**src/rtl/lcdw_pkg.sv**
```systemverilog
package lcdw_pkg;

    localparam int MAX_COLUMNS_N = 40;
    localparam int MAX_ROWS_N    = 4;
    localparam int QUEUE_DEPTH   = 2;
    localparam int QPTR_W        = $clog2(QUEUE_DEPTH);
    localparam int QCNT_W        = $clog2(QUEUE_DEPTH + 1);

    localparam logic [5:0] MAX_COLUMNS = 6'(MAX_COLUMNS_N);
    localparam logic [2:0] MAX_ROWS    = 3'(MAX_ROWS_N);

    localparam logic [2:0] OP_PRINT   = 3'd0;
    localparam logic [2:0] OP_SETPOS  = 3'd1;
    localparam logic [2:0] OP_CLEAR   = 3'd2;
    localparam logic [2:0] OP_RAW_CMD = 3'd3;
    localparam logic [2:0] OP_RAW_DAT = 3'd4;

    localparam logic [2:0] CFG_COLUMNS = 3'd0;
    localparam logic [2:0] CFG_ROWS    = 3'd1;
    localparam logic [2:0] CFG_BASE0   = 3'd2;
    localparam logic [2:0] CFG_BASE1   = 3'd3;
    localparam logic [2:0] CFG_BASE2   = 3'd4;
    localparam logic [2:0] CFG_BASE3   = 3'd5;

    localparam logic [5:0] RST_COLUMNS = 6'd16;
    localparam logic [2:0] RST_ROWS    = 3'd2;
    localparam logic [6:0] RST_BASE0   = 7'd0;
    localparam logic [6:0] RST_BASE1   = 7'd64;
    localparam logic [6:0] RST_BASE2   = 7'd16;
    localparam logic [6:0] RST_BASE3   = 7'd80;

    localparam logic [7:0] NIB_MASK    = 8'hF0;
    localparam logic [7:0] CODE_CR     = 8'd13;
    localparam logic [7:0] CODE_LF     = 8'd10;
    localparam logic [7:0] CODE_LOWEST = 8'd10;
    localparam logic [7:0] CMD_CLEAR   = 8'h01;
    localparam logic [7:0] CMD_HOME    = 8'h02;
    localparam logic [7:0] CMD_SETPOS  = 8'h80;

    localparam logic RS_CMD  = 1'b0;
    localparam logic RS_DATA = 1'b1;

    typedef struct packed {
        logic       rs0;
        logic [7:0] byte0;
        logic       rs1;
        logic [7:0] byte1;
        logic       two;
    } job_t;

    typedef struct packed {
        logic full;
        logic nonempty;
    } q_status_t;

    function automatic logic [7:0] setpos_byte(input logic [6:0] base, input logic [5:0] col);
        logic [6:0] addr;
        addr = base | {1'b0, col};
        return CMD_SETPOS | {1'b0, addr};
    endfunction

endpackage

```
**src/rtl/character_lcd_cursor_writer_unit.sv**
```systemverilog
// Cursor writer for a character display on a 4-bit bus.
// Input channel (in_valid / in_stall) carries one request: opcode, char_code,
// column_pos, row_pos. A request turns into zero to four nibble strobes on the
// output channel (out_valid / out_stall): register_select, bus_nibble and
// last_of_run, which marks the final nibble of a request.
// The front stage keeps the cursor, classifies the request and takes one request
// per cycle while its two-entry job queue has room; in_stall is the queue full.
// The back stage sends nibbles from the queue head into an output register.
// Sustained rate is one nibble per cycle while out_stall is low, set by the
// single nibble output. While out_valid and out_stall are high the output
// register holds and the back stage waits; the front keeps accepting until
// the queue fills, then raises in_stall. The user must write configuration
// through cfg_we / cfg_index / cfg_data only while idle; the block itself
// does not enforce this.
// Reset clears the cursor to row 0, column 0, empties the queue, drops out_valid
// and loads the default geometry: 16 columns, 2 rows, row bases 0, 64, 16, 80.
module character_lcd_cursor_writer_unit (
    input  logic       clk,
    input  logic       rst_n,
    input  logic       in_valid,
    output logic       in_stall,
    input  logic [2:0] opcode,
    input  logic [7:0] char_code,
    input  logic [5:0] column_pos,
    input  logic [1:0] row_pos,
    input  logic       cfg_we,
    input  logic [2:0] cfg_index,
    input  logic [6:0] cfg_data,
    output logic       out_valid,
    input  logic       out_stall,
    output logic       register_select,
    output logic [3:0] bus_nibble,
    output logic       last_of_run
);

    lcdw_pkg::q_status_t q_status;
    lcdw_pkg::job_t      push_job;
    lcdw_pkg::job_t      head_job;
    logic                push;
    logic                pop;

    lcdw_front u_front (
        .clk        (clk),
        .rst_n      (rst_n),
        .in_valid   (in_valid),
        .in_stall   (in_stall),
        .opcode     (opcode),
        .char_code  (char_code),
        .column_pos (column_pos),
        .row_pos    (row_pos),
        .cfg_we     (cfg_we),
        .cfg_index  (cfg_index),
        .cfg_data   (cfg_data),
        .q_status   (q_status),
        .push       (push),
        .push_job   (push_job)
    );

    lcdw_queue u_queue (
        .clk      (clk),
        .rst_n    (rst_n),
        .push     (push),
        .push_job (push_job),
        .pop      (pop),
        .q_status (q_status),
        .head_job (head_job)
    );

    lcdw_back u_back (
        .clk             (clk),
        .rst_n           (rst_n),
        .q_status        (q_status),
        .head_job        (head_job),
        .pop             (pop),
        .out_valid       (out_valid),
        .out_stall       (out_stall),
        .register_select (register_select),
        .bus_nibble      (bus_nibble),
        .last_of_run     (last_of_run)
    );

endmodule

```
**src/rtl/lcdw_front.sv**
```systemverilog
module lcdw_front (
    input  logic                clk,
    input  logic                rst_n,
    input  logic                in_valid,
    output logic                in_stall,
    input  logic [2:0]          opcode,
    input  logic [7:0]          char_code,
    input  logic [5:0]          column_pos,
    input  logic [1:0]          row_pos,
    input  logic                cfg_we,
    input  logic [2:0]          cfg_index,
    input  logic [6:0]          cfg_data,
    input  lcdw_pkg::q_status_t q_status,
    output logic                push,
    output lcdw_pkg::job_t      push_job
);

    logic [5:0] columns_reg;
    logic [2:0] rows_reg;
    logic [6:0] base0_reg;
    logic [6:0] base1_reg;
    logic [6:0] base2_reg;
    logic [6:0] base3_reg;
    logic [2:0] row_reg;
    logic [2:0] row_next;
    logic [5:0] col_reg;
    logic [5:0] col_next;

    logic           fire;
    logic           has_job;
    lcdw_pkg::job_t job;
    logic [5:0]     eff_cols;
    logic [2:0]     eff_rows;
    logic [2:0]     row_inc;
    logic [1:0]     tgt_row;
    logic [5:0]     tgt_col;
    logic [6:0]     tgt_base;
    logic [7:0]     sp_byte;

    assign in_stall = q_status.full;
    assign fire     = in_valid && !q_status.full;
    assign push     = fire && has_job;
    assign push_job = job;

    assign eff_cols = (columns_reg > lcdw_pkg::MAX_COLUMNS) ? lcdw_pkg::MAX_COLUMNS : columns_reg;
    assign eff_rows = (rows_reg > lcdw_pkg::MAX_ROWS) ? lcdw_pkg::MAX_ROWS : rows_reg;
    assign row_inc  = row_reg + 3'd1;

    always_comb
    begin
        if (opcode == lcdw_pkg::OP_SETPOS)
        begin
            tgt_row = row_pos;
            tgt_col = column_pos;
        end
        else if (char_code == lcdw_pkg::CODE_CR)
        begin
            tgt_row = row_reg[1:0];
            tgt_col = 6'd0;
        end
        else
        begin
            tgt_row = row_inc[1:0];
            tgt_col = 6'd0;
        end
    end

    always_comb
    begin
        case (tgt_row)
            2'd0:    tgt_base = base0_reg;
            2'd1:    tgt_base = base1_reg;
            2'd2:    tgt_base = base2_reg;
            default: tgt_base = base3_reg;
        endcase
    end

    assign sp_byte = lcdw_pkg::setpos_byte(tgt_base, tgt_col);

    always_comb
    begin
        job      = '0;
        has_job  = 1'b0;
        row_next = row_reg;
        col_next = col_reg;
        unique case (opcode)
            lcdw_pkg::OP_PRINT:
            begin
                if (char_code < lcdw_pkg::CODE_LOWEST)
                begin
                    has_job = 1'b0;
                end
                else if (char_code == lcdw_pkg::CODE_CR)
                begin
                    col_next = 6'd0;
                    if (row_reg < eff_rows)
                    begin
                        has_job   = 1'b1;
                        job.rs0   = lcdw_pkg::RS_CMD;
                        job.byte0 = sp_byte;
                    end
                end
                else if (char_code == lcdw_pkg::CODE_LF || col_reg >= eff_cols)
                begin
                    has_job = 1'b1;
                    if (row_inc < eff_rows)
                    begin
                        row_next  = row_inc;
                        job.rs0   = lcdw_pkg::RS_CMD;
                        job.byte0 = sp_byte;
                        if (char_code == lcdw_pkg::CODE_LF)
                        begin
                            col_next = 6'd0;
                        end
                        else
                        begin
                            col_next  = 6'd1;
                            job.rs1   = lcdw_pkg::RS_DATA;
                            job.byte1 = char_code;
                            job.two   = 1'b1;
                        end
                    end
                    else
                    begin
                        row_next  = 3'd0;
                        col_next  = 6'd0;
                        job.rs0   = lcdw_pkg::RS_CMD;
                        job.byte0 = lcdw_pkg::CMD_CLEAR;
                        job.rs1   = lcdw_pkg::RS_CMD;
                        job.byte1 = lcdw_pkg::CMD_HOME;
                        job.two   = 1'b1;
                    end
                end
                else
                begin
                    has_job   = 1'b1;
                    col_next  = col_reg + 6'd1;
                    job.rs0   = lcdw_pkg::RS_DATA;
                    job.byte0 = char_code;
                end
            end
            lcdw_pkg::OP_SETPOS:
            begin
                row_next = {1'b0, row_pos};
                col_next = column_pos;
                if ({1'b0, row_pos} < eff_rows)
                begin
                    has_job   = 1'b1;
                    job.rs0   = lcdw_pkg::RS_CMD;
                    job.byte0 = sp_byte;
                end
            end
            lcdw_pkg::OP_CLEAR:
            begin
                has_job   = 1'b1;
                row_next  = 3'd0;
                col_next  = 6'd0;
                job.rs0   = lcdw_pkg::RS_CMD;
                job.byte0 = lcdw_pkg::CMD_CLEAR;
                job.rs1   = lcdw_pkg::RS_CMD;
                job.byte1 = lcdw_pkg::CMD_HOME;
                job.two   = 1'b1;
            end
            lcdw_pkg::OP_RAW_CMD:
            begin
                has_job   = 1'b1;
                job.rs0   = lcdw_pkg::RS_CMD;
                job.byte0 = char_code;
            end
            lcdw_pkg::OP_RAW_DAT:
            begin
                has_job   = 1'b1;
                job.rs0   = lcdw_pkg::RS_DATA;
                job.byte0 = char_code;
            end
            default:
            begin
                has_job = 1'b0;
            end
        endcase
    end

    always_ff @(posedge clk or negedge rst_n)
    begin
        if (!rst_n)
        begin
            row_reg <= 3'd0;
            col_reg <= 6'd0;
        end
        else if (fire)
        begin
            row_reg <= row_next;
            col_reg <= col_next;
        end
    end

    always_ff @(posedge clk or negedge rst_n)
    begin
        if (!rst_n)
        begin
            columns_reg <= lcdw_pkg::RST_COLUMNS;
            rows_reg    <= lcdw_pkg::RST_ROWS;
            base0_reg   <= lcdw_pkg::RST_BASE0;
            base1_reg   <= lcdw_pkg::RST_BASE1;
            base2_reg   <= lcdw_pkg::RST_BASE2;
            base3_reg   <= lcdw_pkg::RST_BASE3;
        end
        else if (cfg_we)
        begin
            unique case (cfg_index)
                lcdw_pkg::CFG_COLUMNS: columns_reg <= cfg_data[5:0];
                lcdw_pkg::CFG_ROWS:    rows_reg    <= cfg_data[2:0];
                lcdw_pkg::CFG_BASE0:   base0_reg   <= cfg_data;
                lcdw_pkg::CFG_BASE1:   base1_reg   <= cfg_data;
                lcdw_pkg::CFG_BASE2:   base2_reg   <= cfg_data;
                lcdw_pkg::CFG_BASE3:   base3_reg   <= cfg_data;
                default:               columns_reg <= columns_reg;
            endcase
        end
    end

endmodule

```
**src/rtl/lcdw_queue.sv**
```systemverilog
module lcdw_queue (
    input  logic                clk,
    input  logic                rst_n,
    input  logic                push,
    input  lcdw_pkg::job_t      push_job,
    input  logic                pop,
    output lcdw_pkg::q_status_t q_status,
    output lcdw_pkg::job_t      head_job
);

    lcdw_pkg::job_t                    entry_reg [lcdw_pkg::QUEUE_DEPTH];
    logic [lcdw_pkg::QPTR_W-1:0]       wr_ptr_reg;
    logic [lcdw_pkg::QPTR_W-1:0]       rd_ptr_reg;
    logic [lcdw_pkg::QCNT_W-1:0]       count_reg;
    logic [lcdw_pkg::QCNT_W-1:0]       count_next;
    logic                              do_pop;

    assign q_status.full     = (count_reg == lcdw_pkg::QCNT_W'(lcdw_pkg::QUEUE_DEPTH));
    assign q_status.nonempty = (count_reg != '0);
    assign head_job          = entry_reg[rd_ptr_reg];
    assign do_pop            = pop && q_status.nonempty;

    always_comb
    begin
        count_next = count_reg;
        if (push && !do_pop)
        begin
            count_next = count_reg + 1'b1;
        end
        else if (do_pop && !push)
        begin
            count_next = count_reg - 1'b1;
        end
    end

    always_ff @(posedge clk)
    begin
        if (push)
        begin
            entry_reg[wr_ptr_reg] <= push_job;
        end
    end

    always_ff @(posedge clk or negedge rst_n)
    begin
        if (!rst_n)
        begin
            wr_ptr_reg <= '0;
            rd_ptr_reg <= '0;
            count_reg  <= '0;
        end
        else
        begin
            count_reg <= count_next;
            if (push)
            begin
                wr_ptr_reg <= (wr_ptr_reg == lcdw_pkg::QPTR_W'(lcdw_pkg::QUEUE_DEPTH - 1)) ?
                              '0 : wr_ptr_reg + 1'b1;
            end
            if (do_pop)
            begin
                rd_ptr_reg <= (rd_ptr_reg == lcdw_pkg::QPTR_W'(lcdw_pkg::QUEUE_DEPTH - 1)) ?
                              '0 : rd_ptr_reg + 1'b1;
            end
        end
    end

endmodule

```
**src/rtl/lcdw_back.sv**
```systemverilog
module lcdw_back (
    input  logic                clk,
    input  logic                rst_n,
    input  lcdw_pkg::q_status_t q_status,
    input  lcdw_pkg::job_t      head_job,
    output logic                pop,
    output logic                out_valid,
    input  logic                out_stall,
    output logic                register_select,
    output logic [3:0]          bus_nibble,
    output logic                last_of_run
);

    logic [1:0] idx_reg;
    logic       valid_reg;
    logic       rs_reg;
    logic [3:0] nib_reg;
    logic       last_reg;

    logic       load;
    logic       is_last;
    logic [7:0] cur_byte;
    logic       cur_rs;
    logic [3:0] cur_nib;

    assign load     = !valid_reg || !out_stall;
    assign cur_byte = idx_reg[1] ? head_job.byte1 : head_job.byte0;
    assign cur_rs   = idx_reg[1] ? head_job.rs1 : head_job.rs0;
    assign cur_nib  = idx_reg[0] ? cur_byte[3:0] : 4'((cur_byte & lcdw_pkg::NIB_MASK) >> 4);
    assign is_last  = head_job.two ? (idx_reg == 2'd3) : (idx_reg == 2'd1);
    assign pop      = load && q_status.nonempty && is_last;

    assign out_valid       = valid_reg;
    assign register_select = rs_reg;
    assign bus_nibble      = nib_reg;
    assign last_of_run     = last_reg;

    always_ff @(posedge clk or negedge rst_n)
    begin
        if (!rst_n)
        begin
            valid_reg <= 1'b0;
            idx_reg   <= 2'd0;
        end
        else if (load)
        begin
            valid_reg <= q_status.nonempty;
            if (q_status.nonempty)
            begin
                idx_reg <= is_last ? 2'd0 : idx_reg + 2'd1;
            end
        end
    end

    always_ff @(posedge clk)
    begin
        if (load && q_status.nonempty)
        begin
            rs_reg   <= cur_rs;
            nib_reg  <= cur_nib;
            last_reg <= is_last;
        end
    end

endmodule

```
**config.mk**
```make
export PLATFORM = sky130hd
export DESIGN_NAME = character_lcd_cursor_writer_unit
export DESIGN_NICKNAME = d
export VERILOG_FILES = /design/src/rtl/lcdw_pkg.sv /design/src/rtl/character_lcd_cursor_writer_unit.sv /design/src/rtl/lcdw_front.sv /design/src/rtl/lcdw_queue.sv /design/src/rtl/lcdw_back.sv
export SDC_FILE = /design/constraint.sdc
export NUM_CORES = 1
export LEC_CHECK = 0
export BUFFER_PORTS_ARGS = -buffer_cell sky130_fd_sc_hd__buf_2
export CAP_MARGIN = 20
export CORE_MARGIN = 4
export CORE_UTILIZATION = 40
export CTS_CLUSTER_DIAMETER = 150
export DETAILED_ROUTE_END_ITERATION = 6
export HOLD_SLACK_MARGIN = 0.08
export PLACE_DENSITY = 0.67
export SYNTH_ARGS = -nofsm -noshare
export SYNTH_HDL_FRONTEND = slang
export SYNTH_SLANG_ARGS = --single-unit
```
**constraint.sdc**
```tcl
create_clock -name clk -period 3.3 [get_ports clk]
set_clock_uncertainty 0.15 [all_clocks]
set_input_delay 0.165 -clock clk [delete_from_list [all_inputs] [get_ports clk]]
set_output_delay 0.165 -clock clk [all_outputs]
set_load 0.05 [all_outputs]
```
; ---- Word-level counts from Yosys, hierarchy flattened
; Memory sizes are Yosys's and may differ from the RTL's.
; Index checks and enable logic that the tools add are counted.
[classes]
addsub = 7
multipliers = 0
div = 0
order_cmp = 7
eq_ne = 19
shifts = 0
n_mux = 44
n_bitwise = 1
n_reduce_logical = 30
[ops]
columns = cell, count
row1 = case mux 9 bit (5 select lines), 1
row2 = 2-to-1 mux 10 bit, 3
row3 = 2-to-1 mux 6 bit, 5
row4 = 2-to-1 mux 8 bit, 3
row5 = case mux 7 bit (3 select lines), 1
row6 = case mux 10 bit (2 select lines), 1
row7 = 2-to-1 mux 19 bit, 1
row8 = 2-to-1 mux 18 bit, 1
row9 = 2-to-1 mux 9 bit, 2
row10 = case mux 6 bit (3 select lines), 1
row11 = "== test 8 x 4 -> 1 bit, second input constant", 2
row12 = 2-to-1 mux 3 bit, 5
row13 = AND reduction 2 bit, 7
row14 = "== test 3 x 2 -> 1 bit, second input constant", 4
row15 = 2-to-1 mux 1 bit, 12
row16 = 2-to-1 mux 2 bit, 5
row17 = "== test 3 bit, second input constant", 3
row18 = case mux 3 bit (3 select lines), 1
row19 = "less-than comparator 8 x 4 -> 1 bit, second input constant", 1
row20 = logical AND 1 bit, 7
row21 = OR 7 x 6 -> 7 bit, 1
row22 = "adder 6 x 1 -> 6 bit, second input constant", 1
row23 = "== test 2 bit, second input constant", 3
row24 = "== test 3 x 1 -> 1 bit, second input constant", 2
row25 = 23 further kinds, 35
[word_totals]
reg_bits = 59
latch_bits = 0
ramBits = 38
romBits = 0
elab_cells = 125
n_memories = 1
[memory_table]
columns = name, depth, width, read_ports, rd_clocked_by_memory_dff, write_ports, line_no
row1 = u_queue.entry_reg, 2, 19, 1, 0, 1, lcdw_queue.sv:11  ; lcdw_pkg::job_t entry_reg [lcdw_pkg::QUEUE_DEPTH];

; ---- Logic depth before layout (Yosys ltp)
[logic_depth]
ltp_word = 12
depth_mapped = 11
depth_no_buf = 11

; ---- Modules after synthesis
; Synthesis repeated with hierarchy kept, for this count alone.
[hier_totals]
hier_cells = 419
area_unflattened_um2 = 5142.4
[by_module_without_submodules]
columns = module, n_inst, cells_per_inst, area_each_um2, seq_area_each_um2
row1 = lcdw_front, 1, 318, 3119.2, 1158.6
row2 = lcdw_queue, 1, 75, 1579.0, 1241.2
row3 = lcdw_back, 1, 26, 444.2, 255.2

; ---- Worst setup path before layout
; OpenSTA, ideal clock, no wires.
[synth_timing]
path_type = register -> register
startpoint = register u_front.rows_reg[1]
endpoint = memory u_queue.entry_reg[0][0] in the netlist's numbering, enable pin
arrival_ns = 2.519
required_time_ns = 2.753
slack_ns = 0.234
stages_incl_launch_ff = 8
period_less_slack_ns = 3.066
path_cell_list = dfstp_2 -> nand2_1 -> ha_1 -> a21oi_1 -> o21ai_0 -> a21o_1 -> a21oi_1 -> nor2b_1
[synth_between]
elab_chain_cells = 10
elab_cells_between_ends = 12
cone_classes = 3 x order compare / 8 x mux / 1 x reduce/logical
[synth_lines]
columns = element, line_no
row1 = from (decl), lcdw_front.sv:19  ; logic [2:0] rows_reg;
row2 = from (signal assigned), lcdw_front.sv:202  ; rows_reg <= lcdw_pkg::RST_ROWS;
row3 = from (signal assigned), lcdw_front.sv:212  ; lcdw_pkg::CFG_ROWS: rows_reg <= cfg_data[2:0];
row4 = greater-than comparator 3 bit, lcdw_front.sv:46  ; assign eff_rows = (rows_reg > lcdw_pkg::MAX_ROWS) ? lcdw_pkg::MAX_ROWS : rows_reg;
row5 = 2-to-1 mux 3 bit (*), lcdw_front.sv:46
row6 = less-than comparator 3 bit, lcdw_front.sv:96  ; if (row_reg < eff_rows)
row7 = 2-to-1 mux 1 bit, lcdw_front.sv:96
row8 = 2-to-1 mux 1 bit, lcdw_front.sv:93  ; else if (char_code == lcdw_pkg::CODE_CR)
row9 = 2-to-1 mux 1 bit, lcdw_front.sv:89  ; if (char_code < lcdw_pkg::CODE_LOWEST)
row10 = case mux 1 bit (3 select lines) (*), lcdw_front.sv:86  ; unique case (opcode)
row11 = logical AND 1 bit (*), lcdw_front.sv:42  ; assign push = fire && has_job;
row12 = net push, character_lcd_cursor_writer_unit.sv:39  ; logic push;
row13 = 2-to-1 mux 1 bit (*), lcdw_queue.sv:38  ; if (push)
row14 = 2-to-1 mux 1 bit (implied by the code) (*), lcdw_queue.sv:40  ; entry_reg[wr_ptr_reg] <= push_job;
row15 = to (decl), lcdw_queue.sv:11
; Mark *: on every way through the listed nets, which the timed path passes. The rest lies on a longest branch.

; ---- Worst setup path in the final report
[layout_timing]
startpoint = register u_front.columns_reg[4]
endpoint = register u_front.row_reg[1]
[layout_between]
elab_chain_cells = 6
[layout_lines]
columns = element, line_no
row1 = from (decl), lcdw_front.sv:18  ; logic [5:0] columns_reg;
row2 = from (signal assigned), lcdw_front.sv:201  ; columns_reg <= lcdw_pkg::RST_COLUMNS;
row3 = from (signal assigned), lcdw_front.sv:211  ; lcdw_pkg::CFG_COLUMNS: columns_reg <= cfg_data[5:0];
row4 = from (signal assigned), lcdw_front.sv:217  ; default: columns_reg <= columns_reg;
row5 = greater-than comparator 6 bit, lcdw_front.sv:45  ; assign eff_cols = (columns_reg > lcdw_pkg::MAX_COLUMNS) ? lcdw_pkg::MAX_COLUMNS : columns_reg;
row6 = 2-to-1 mux 6 bit (*), lcdw_front.sv:45
row7 = greater-or-equal comparator 6 bit (*), lcdw_front.sv:103  ; else if (char_code == lcdw_pkg::CODE_LF || col_reg >= eff_cols)
row8 = logical OR 1 bit (*), lcdw_front.sv:103
row9 = inequality test 2 x 1 -> 1 bit (no source line) (*), n/a
row10 = AND reduction 5 bit (no source line) (*), n/a
row11 = to (signal assigned), lcdw_front.sv:192  ; row_reg <= row_next;
row12 = to (decl), lcdw_front.sv:24  ; logic [2:0] row_reg;
; Mark *: on every way between the ends. The rest lies on a longest branch, timed or not.
; A chain may end at the register's enable or synchronous reset.

==> run_results.csv <==
group,metric,value,unit
pwr,power.share.combinational,0.390,
setup_path,setup.worst_path.start_class,"register",
floorplan,start_util,0.407,
routing,post-route-drc-count,0,
routing,detail_route.vias_per_cell,5.47,
worst_hold_path,worst_min_path_class,"input port to register",
placement,dpl.cell_count,619,
yosys,postSynth.topFlopCell,"sky130_fd_sc_hd__dfrtp_1",
pwr,power.density_cell_area,791,nW/µm²
placement,cell_area_after_placement,5540,µm²
setup_path,timing.critical_path.to_type,"register",
yosys,synth_cell_type_count,68,
sta,setup_total_negative_slack,0,ns
setup_path,cp_max_fo,15,
yosys,synth.net_count,462,
yosys,register_bit_total_from_synthesis,97,
sta,maxClockFrequency,332,MHz
setup_path,cp_data_arrival_time,3.09,ns
clocking,cts_tree,"yes",
floorplan,horizontal_die_dimension,121,µm
setup_path,crit_path_end,"u_front.row_reg[1]$_DFFE_PN0P_",
yosys,syn_avg_cell_area,12.4,µm²
grt,globalRouteOverflowTotal,0,
placement,numPortBuffers,41,
yosys,synthesis.instances,414,
grt,grt_start_max_net_pins,36,
yosys,synth.yosys.seq_area_share,0.517,
routing,drt_pass1_iterations,5,
yosys,edff_count_synth,44,
setup_path,criticalPathCategory,"register to register",
cells_and_area,layout_filler_cell_count,1159,
pwr,pwr-share-clk,0.219,
clocking,clk_path_buf_depth,2,
pwr,power_switching,1.70,mW
sta,setup_viol_count_final,0,
cells_and_area,final_layout_size_suffix_gt1_frac,0.306,
floorplan,io-pin-count,42,
clocking,clk_pin_slew,0.06,ns
grt,globalRouteMet1Util,0.219,
cells_and_area,final_core_utilization,0.471,
floorplan,die_y,121,µm
cells_and_area,postLayoutCellArea,5950,µm²
sta,worst_hold_slack,0.101,ns
clocking,cts.sink_count,97,
grt,grt_first_pass_wirelength,18900,µm
clocking,htree_levels,3,
setup_path,worstReg2RegEnd,"u_front.row_reg[1]$_DFFE_PN0P_",
setup_path,worst_r2r_startpoint,"u_front.columns_reg[4]$_DFFE_PN1P_",
yosys,async_flop_share,0.546,
floorplan,num_rows,41,
pwr,total_leakage_power,2.40,nW
grt,grt_antenna_before_repair,0,
cells_and_area,layout.cells.most_common_list,"47 x sky130_fd_sc_hd__dfrtp_1, 44 x sky130_fd_sc_hd__edfxtp_1, 42 x sky130_fd_sc_hd__mux2_2, 41 x sky130_fd_sc_hd__buf_2, 22 x sky130_fd_sc_hd__nand2_1",
setup_path,setup.reg_to_reg.worst_slack,0.29,ns
cells_and_area,layout.cells.most_common,"sky130_fd_sc_hd__dfrtp_1",
floorplan,core_region_area,12600,µm²
routing,post_drt_wl_per_cell,17.7,µm
yosys,netlist_area,5140,µm²
pwr,vdd_drop_max,445,µV
routing,wirelength,11500,µm
sta,final_clock_period_utilization_by_the_worst_path,0.913,
grt,grt_use_met3,0.0326,
setup_path,worst_ep_required_time,3.37,ns
sta,final_max_slew_viol_count,0,
placement,pre_cts_ws,0.304,ns
pwr,internal-power,3.01,mW
run_status,run_status,"finished clean",
cells_and_area,multi_input_area,2320,µm²
run,max_cap_viol_count,0,
cells_and_area,final_cell_count_no_fill,646,
cells_and_area,count_of_antenna_diodes_in_the_layout,0,
sta,finalHoldViolCount,0,
worst_hold_path,hold_path.startpoint,"cfg_index[2]",
placement,place_congestion,0.848,
sta,rsz0062_at_grt,"no",
cells_and_area,nets,517,
floorplan,dieArea,14700,µm²
sta,max_slew_margin,0.450,
grt,grt_pass1_vias,3643,
pwr,switching_share,0.360,
cells_and_area,largest_register_ffs,38,
clocking,cts-root-buf,"sky130_fd_sc_hd__clkbuf_16",
placement,hpwlAfterDp,8740,µm
cells_and_area,syn2layout_area_growth,15.7,%
routing,antenna_violating_nets_post_route,0,
clocking,cts.repair.resized,0,
yosys,synth_warnings,0,
cells_and_area,final-seq-area,2660,µm²
grt,gr_util_met2,0.275,
sta,finalWorstSetupSlack,0.286,ns
pwr,p_seq_frac,0.391,
clocking,worstSkewPairLatency,0.34,ns
sta,period_minus_slack,3.01,ns
grt,grt.total_usage,0.166,
routing,initialDrtViolationCount,236,
sta,worstMarginPinSlew,0.825,ns
routing,detailroute.via_count,3531,
setup_path,crit_path_start,"u_front.columns_reg[4]$_DFFE_PN1P_",
clocking,cts_inserted_buffers,9,
pwr,post-layout-total-power,4.70,mW
setup_path,reg2reg_depth,9,
grt,busiest_layer,"met2",
layout make-up:
cell class	instances	share of cell area
repair buffers	63	0.0669
well taps	172	0.0362
flip-flops and latches	97	0.446
clock inverters	6	0.0114
multi-input cells	282	0.390
clock buffers	10	0.0385
inverters	16	0.0101
logic make-up after synthesis:
kind of cell / count (synthesis) / share of synthesized area
adders and majority gates: 14 / 0.0341
AOI/OAI and AO/OA: 98 / 0.143
muxes: 56 / 0.141
and+or+nand+nor: 105 / 0.117
buffers and inverters: 35 / 0.0314
xor gates and xnor gates: 9 / 0.0168
DFF: 97 / 0.517
worst min path at each step:
stage                                         to  slack, ns  depth (start not counted)
3_3_place_gp    u_front.base2_reg[6]$_DFFE_PN0P_       0.13                          1
6_report         u_front.rows_reg[2]$_DFFE_PN0P_       0.10                          3
3_5_place_dp    u_front.base2_reg[6]$_DFFE_PN0P_       0.14                          1
2_1_floorplan      u_back.idx_reg[0]$_DFFE_PN0P_      -0.28                          0
5_1_grt        u_queue.entry_reg[0][6]$_DFFE_PP_       0.09                          3
4_1_cts        u_queue.entry_reg[1][1]$_DFFE_PP_       0.09                          2
cells in the mapped netlist, types with 8 or more instances:
| cell type | instances | area, µm² |
|---|---|---|
| sky130_fd_sc_hd__dfrtp_1 | 47 | 1180 |
| sky130_fd_sc_hd__edfxtp_1 | 44 | 1320 |
| sky130_fd_sc_hd__mux2_2 | 42 | 473 |
| sky130_fd_sc_hd__nand2_1 | 22 | 82.6 |
| sky130_fd_sc_hd__a21oi_1 | 21 | 105 |
| sky130_fd_sc_hd__nor2_1 | 20 | 75.1 |
| sky130_fd_sc_hd__inv_1 | 16 | 60.1 |
| sky130_fd_sc_hd__ha_1 | 14 | 175 |
| sky130_fd_sc_hd__and3_1 | 13 | 81.3 |
| sky130_fd_sc_hd__o21ai_0 | 12 | 60.1 |
| sky130_fd_sc_hd__a21o_1 | 9 | 67.6 |
| sky130_fd_sc_hd__mux4_2 | 9 | 203 |
| sky130_fd_sc_hd__and2_1 | 8 | 50.1 |
| sky130_fd_sc_hd__clkbuf_1 | 8 | 30.0 |
critical path, cell delays in order, from the launching register on:
cell	delay (ns)
sky130_fd_sc_hd__dfstp_2	0.55
sky130_fd_sc_hd__o21ai_0	0.13
sky130_fd_sc_hd__and2_1	0.19
sky130_fd_sc_hd__ha_1	0.26
sky130_fd_sc_hd__nand2b_1	0.14
sky130_fd_sc_hd__a31oi_1	0.16
sky130_fd_sc_hd__o211a_2	0.43
sky130_fd_sc_hd__nor2_1	0.15
sky130_fd_sc_hd__o21ai_0	0.36
sky130_fd_sc_hd__mux2_2	0.39
power groups by stage:
stage / Combinational [mW] / Clock, mW / Sequential, mW
final: 1.83 / 1.03 / 1.84
after global placement: 1.78 / 0 / 1.84
after CTS: 1.85 / 1.05 / 1.84
after detailed placement: 1.82 / 0 / 1.86
after floorplan: 1.28 / 0 / 1.92
after global routing: 2.02 / 1.11 / 1.87
layer usage:
metal,part of all wire,up-vias
met1,0.45,1729
met5,0,-
met4,0.013,0
li1,-,1697
met3,0.047,13
met2,0.49,92
repair_timing:
item                                    4_1_cts  5_1_grt
hold buffers                                 11        0
endpoints found under the setup margin        0        0
endpoints found under the hold margin        70        0
setup buffers                                 0        0
Note: power is estimated with default switching activity, not from simulation.
